<file path="src/hw/rtl/assert_macros.svh">
// Assertion macros shared by the RTL of the handle table allocator.
// Depends on nothing; a file that asserts provides clk and arst_n in scope.
`ifndef ASSERT_MACROS_SVH
`define ASSERT_MACROS_SVH

`ifndef NO_ASSERTIONS

// Check a property on every rising clock edge outside reset.
`define ASSERT_CLK(lbl, prop, msg) \
	lbl: assert property (@(posedge clk) disable iff (!arst_n) prop) else $error(msg);

// Check that a condition never holds on a rising clock edge outside reset.
`define ASSERT_NEVER(lbl, cond, msg) \
	lbl: assert property (@(posedge clk) disable iff (!arst_n) !(cond)) else $error(msg);

`else

`define ASSERT_CLK(lbl, prop, msg)
`define ASSERT_NEVER(lbl, cond, msg)

`endif

`endif

</file>
<file path="src/hw/rtl/thta_pkg.sv">
// Shared constants for the tagged handle table allocator.
// Depends on nothing; used by thta_cfg and tagged_handle_table_allocator.
package thta_pkg;

	// Table geometry
	localparam int TABLE_SLOTS = 1024;
	localparam int IDX_W       = (TABLE_SLOTS > 1) ? $clog2(TABLE_SLOTS) : 1;

	// Handle layout: tag in the upper half, slot index in the lower half
	localparam int TAG_W    = 16;
	localparam int HANDLE_W = 32;
	localparam int DATA_W   = 32;

	// Operation codes
	localparam logic [1:0] OP_ALLOC = 2'd0;
	localparam logic [1:0] OP_FREE  = 2'd1;
	localparam logic [1:0] OP_READ  = 2'd2;

	// Configuration register indexes
	localparam int REG_HANDLE_TAG = 0;

endpackage

</file>
<file path="src/hw/rtl/thta_cfg.sv">
// APB configuration register file of the allocator: holds the handle tag.
// Depends on thta_pkg.
module thta_cfg (
	input  logic                          clk,
	input  logic                          arst_n,
	input  logic                          psel,
	input  logic                          penable,
	input  logic                          pwrite,
	input  logic [1:0]                    paddr,
	input  logic [31:0]                   pwdata,
	output logic [31:0]                   prdata,
	output logic                          pready,
	output logic [thta_pkg::TAG_W-1:0]    handle_tag
);

	logic                          wr_en;
	logic [thta_pkg::TAG_W-1:0]    tag_q;

	// Single register at paddr 0: writes decode both paddr bits, reads ignore paddr
	assign pready = 1'b1;
	assign wr_en  = psel && penable && pwrite && (paddr[1:0] == 2'(thta_pkg::REG_HANDLE_TAG));

	// Hold the tag between writes
	always_ff @(posedge clk or negedge arst_n) begin
		if (!arst_n) begin
			tag_q <= '0;
		end else if (wr_en) begin
			tag_q <= pwdata[thta_pkg::TAG_W-1:0];
		end
	end

	// Return the tag zero-extended on reads
	assign prdata     = 32'(tag_q);
	assign handle_tag = tag_q;

endmodule

</file>
<file path="config.mk">
export PLATFORM = sky130hd
export DESIGN_NAME = thta_cfg
export DESIGN_NICKNAME = d
export VERILOG_FILES = /design/src/hw/rtl/assert_macros.svh /design/src/hw/rtl/thta_pkg.sv /design/src/hw/rtl/thta_cfg.sv
export SDC_FILE = /design/constraint.sdc
export NUM_CORES = 1
export LEC_CHECK = 0
export BUFFER_PORTS_ARGS = -buffer_cell sky130_fd_sc_hd__buf_2
export CORE_MARGIN = 4
export CORE_UTILIZATION = 35
export DETAILED_ROUTE_END_ITERATION = 16
export HOLD_SLACK_MARGIN = 0.06
export PLACE_DENSITY_LB_ADDON = 0.3
export SLEW_MARGIN = 20
export SYNTH_ARGS = -nofsm -noshare
export SYNTH_HDL_FRONTEND = slang
export SYNTH_SLANG_ARGS = --single-unit
</file>
<file path="constraint.sdc">
create_clock -name clk -period 1 [get_ports clk]
set_input_delay 0.2 -clock clk [delete_from_list [all_inputs] [get_ports clk]]
set_output_delay 0.2 -clock clk [all_outputs]
set_load 0.02 [all_outputs]
</file>
Yosys cells after proc, flatten, opt, wreduce, memory -nomap -nowiden
Cells that the tools add are included.
Storage, ports and cells
  output and inout port bits: 49
  bits in latches: 0
  memory bits (read-only): 0
  memory bits (writable): 0
  flip-flop bits (word level): 16
  memories kept: 0
Operators by class
  equality and inequality tests: 0
  reductions and logical operators: 4
  bitwise gates (word level): 0
  divide/modulo/power cells: 0
  add/subtract/negate cells: 0
  shift operators: 0
  order comparisons: 0
  multiply operators: 0
  muxes and demuxes: 0
Operators by type and width (number)
  1-bit logical AND: 3
  2-bit zero test: 1

Logic depth before layout (Yosys ltp)
  word-level depth: 3
  gate-level depth with buffers: 4
  gate-level depth less buffers: 3

Worst setup path before layout
No wires, ideal clock.
  path kind: input to register
  from: input port paddr[1]
  to: register tag_q, in the netlist handle_tag[10]
  stages: 4
  path buffers: 1
  setup slack: -86 ps
  data required time: 875 ps
  arrival: 960 ps
  setup time: 125 ps
  path through: nor2_2 -> nand4_4 -> buf_6 -> mux2_4
Between the ends
  longest elaborated chain between the ends: 2
Ends and longest elaborated chain
  start, declared: RTL line thta_cfg.sv:9  | input logic [1:0] paddr,
  2-bit zero test: RTL line thta_cfg.sv:21  | assign wr_en = psel && penable && pwrite && (paddr[1:0] == 2'(thta_pkg::REG_HANDLE_TAG));
  1-bit logical AND: RTL line thta_cfg.sv:21
  end signal, assigned: RTL line thta_cfg.sv:28  | tag_q <= pwdata[thta_pkg::TAG_W-1:0];
  end, declared: RTL line thta_cfg.sv:17  | logic [thta_pkg::TAG_W-1:0] tag_q;
Every way passes these cells.
A chain may end at the register's enable or synchronous reset.

Final worst setup path
  from: register tag_q, in the netlist handle_tag[12]
  to: output port handle_tag[12] (netlist name)
RTL lines
  end, declared: RTL line thta_cfg.sv:13  | output logic [thta_pkg::TAG_W-1:0] handle_tag
No word-level cell between the ends.

==> impl_metrics.py <==
metrics = {
    "run_status": {
        "status": "finished with violations",
        "violations": "setup timing",
    },
    "drt": {
        "routed_via_density": 3.951,
        "num_vias": 565,
        "dr.pass1.iters": 3,
        "routed_wl_microns": 1860,
        "drt_iter0_markers": 11,
        "route.detailed.drc": 0,
        "wire_per_inst_microns": 13.01,
        "ant_nets": 0,
    },
    "layout": {
        "fin_cells": 143,
        "nNetsFinal": 154,
        "largest_reg_flops": 16,
        "multi_input_area_sq_um": 314.1,
        "final-seq-area_sq_um": 400.4,
        "area_growth_syn_to_layout_pct": 40.33,
        "antenna_cells": 0,
        "final_layout_size_suffix_gt1_frac": 0.6991,
        "fillers": 217,
    },
    "setup_path": {
        "path_buf_inv": 1,
        "critPathLaunchType": "flop",
        "path_delay_family": "flip-flops",
        "worstPathRequired_ps": 800,
        "worstSetupPathDepth": 1,
        "critPathMaxFanout": 3,
        "cp_slowest_cell": "dfrtp_1",
        "slowest_delay_ps": 420,
        "rr_worst_depth": 2,
        "critical_path.cell_chain": "buf_2",
        "path_class": "flop to output pin",
        "cp-end-kind": "output pin",
        "arrival_ps": 870,
    },
    "timing": {
        "finalHoldViolations": 0,
        "finalCriticalPeriod_ps": 1068,
        "finalSetupTns_ps": -1464,
        "max_freq_ghz": 0.9368,
        "layout_worst_path_cycle_share": 1.068,
        "whs_ps": 147.9,
        "fin_skew_ps": 0,
        "fin_ws_ps": -67.50,
        "setup_viol": 32,
        "slew_violations": 0,
        "rsz0062_at_grt": "yes",
    },
    "die": {
        "die_area_sq_mm": 0.003487,
        "die_h_microns": 59.05,
        "row_count": 18,
        "core_sq_mm": 0.002477,
        "start_util": 0.3682,
        "die_w_microns": 59.05,
        "io-pin-count": 88,
    },
    "clock_tree": {
        "numCtsBuffers": 3,
        "cts_tree": "built",
        "clk_path_buf_depth": 2,
        "numClockSinks": 16,
        "cts.reportedPaths.clkPinSlew_ps": 90,
        "htree_levels": 1,
        "cts_root_buffer": "clkbuf_4",
        "clk_latency_ps": 280,
    },
    "placed_design": {
        "dpl_worst_slack_ps": -140.3,
        "place_congestion": 0.5868,
        "dp.cells": 136,
        "portBuffers": 54,
        "dpl.hpwl_microns": 1241,
    },
    "yosys": {
        "yosysWarningCount": 0,
        "yosysSeqAreaShare": 0.4390,
        "syn_inst": 70,
        "postSynthAreaPerCell_sq_um": 13.03,
        "syn-cell-area_sq_um": 912.1,
        "ys_ff_latch": 16,
        "yosysUniqueCellTypes": 8,
    },
    "flow_run": {
        "drv_cap": 0,
    },
    "power": {
        "ir_drop_mv": 1.219,
        "p_leak_nw": 0.7012,
        "power_density_mw_per_mm2": 2105,
    },
    "global_routing": {
        "antenna_found_initial": 0,
        "grt_max_degree": 17,
        "grt_pass1_vias": 553,
        "grt_overflow_total": 0,
        "track_usage": 0.09954,
        "grt_pass1_wl_microns": 2525,
    },
    "hold_path": {
        "hold_class": "input port to flop",
        "min_path_cells": 2,
    },
}
layer usage:
layer | part of all wire | global-route usage
met5 | 0 | 0
met4 | 0 | 0.03883
met3 | 0.17 | 0.04575
met1 | 0.35 | 0.1214
met2 | 0.48 | 0.1530
cell families after synthesis:
kind of cell	Yosys count	share of synthesized area
buf+inv	34	0.2840
mux	16	0.2387
flops	16	0.4390
simple gates	2	0.03018
other cells	2	0.008234
synthesized netlist by cell type:
| cell type | count | area [sq um] |
|---|---|---|
| dfrtp_1 | 16 | 400.4 |
| nand4_4 | 1 | 21.27 |
| buf_4 | 33 | 247.7 |
| mux2_4 | 10 | 150.1 |
| conb_1 | 2 | 7.510 |
| nor2_2 | 1 | 6.260 |
| mux2_2 | 6 | 67.56 |
| buf_6 | 1 | 11.26 |
power breakdown:
| part | leakage (nW) | total (mW) | internal (mW) | switching, mW |
|---|---|---|---|---|
| Combinational | 0.491 | 1.40 | 0.752 | 0.644 |
| Clock | 0.0138 | 0.329 | 0.139 | 0.190 |
| Sequential | 0.196 | 0.969 | 0.798 | 0.171 |
cell type report:
type | instances | share of cell area
repair buffers | 59 | 0.3949
flip-flops and latches | 16 | 0.3128
multi-input cells | 35 | 0.2454
well taps | 30 | 0.02933
clock buffers | 3 | 0.01760
through the flow:
step | total power [mW] | cell area, sq um | utilization
floorplan | 1.820 | 977.2 | -
global placement | 1.935 | 1042 | 0.4207
detailed placement | 1.941 | 1042 | 0.4207
CTS | 2.594 | 1222 | 0.4934
global route | 2.830 | 1280 | 0.5167
finish | 2.694 | 1280 | 0.5167
worst paths after layout:
path | from | to | slack [ps]
min reg2reg | handle_tag[8] | handle_tag[8] | 580
max reg2reg | handle_tag[10] | handle_tag[10] | 70
max in group asynchronous | arst_n | handle_tag[14] | 390
min | pwdata[12] | handle_tag[12] | 150
max | handle_tag[12] | handle_tag[12] | -70
min in group asynchronous | arst_n | handle_tag[9] | 350
repair_timing:
action / CTS / global route
pin swaps: 0 / 0
endpoints found under the hold margin: 16 / 0
setup endpoints to repair: 32 / 32
hold buffers: 1 / 0
setup buffers: 1 / 2
gates resized for setup: 45 / 14
cells in the final DEF (no fill, tap or decap), types with 3 or more instances in the layout:
cell type | Yosys | final
buf_6 | 1 | 28
buf_4 | 33 | 6
clkbuf_4 | 0 | 3
mux2_4 | 10 | 10
conb_1 | 2 | 17
buf_2 | 0 | 23
dfrtp_1 | 16 | 16
mux2_2 | 6 | 6
(Power assumes the default switching activity.)
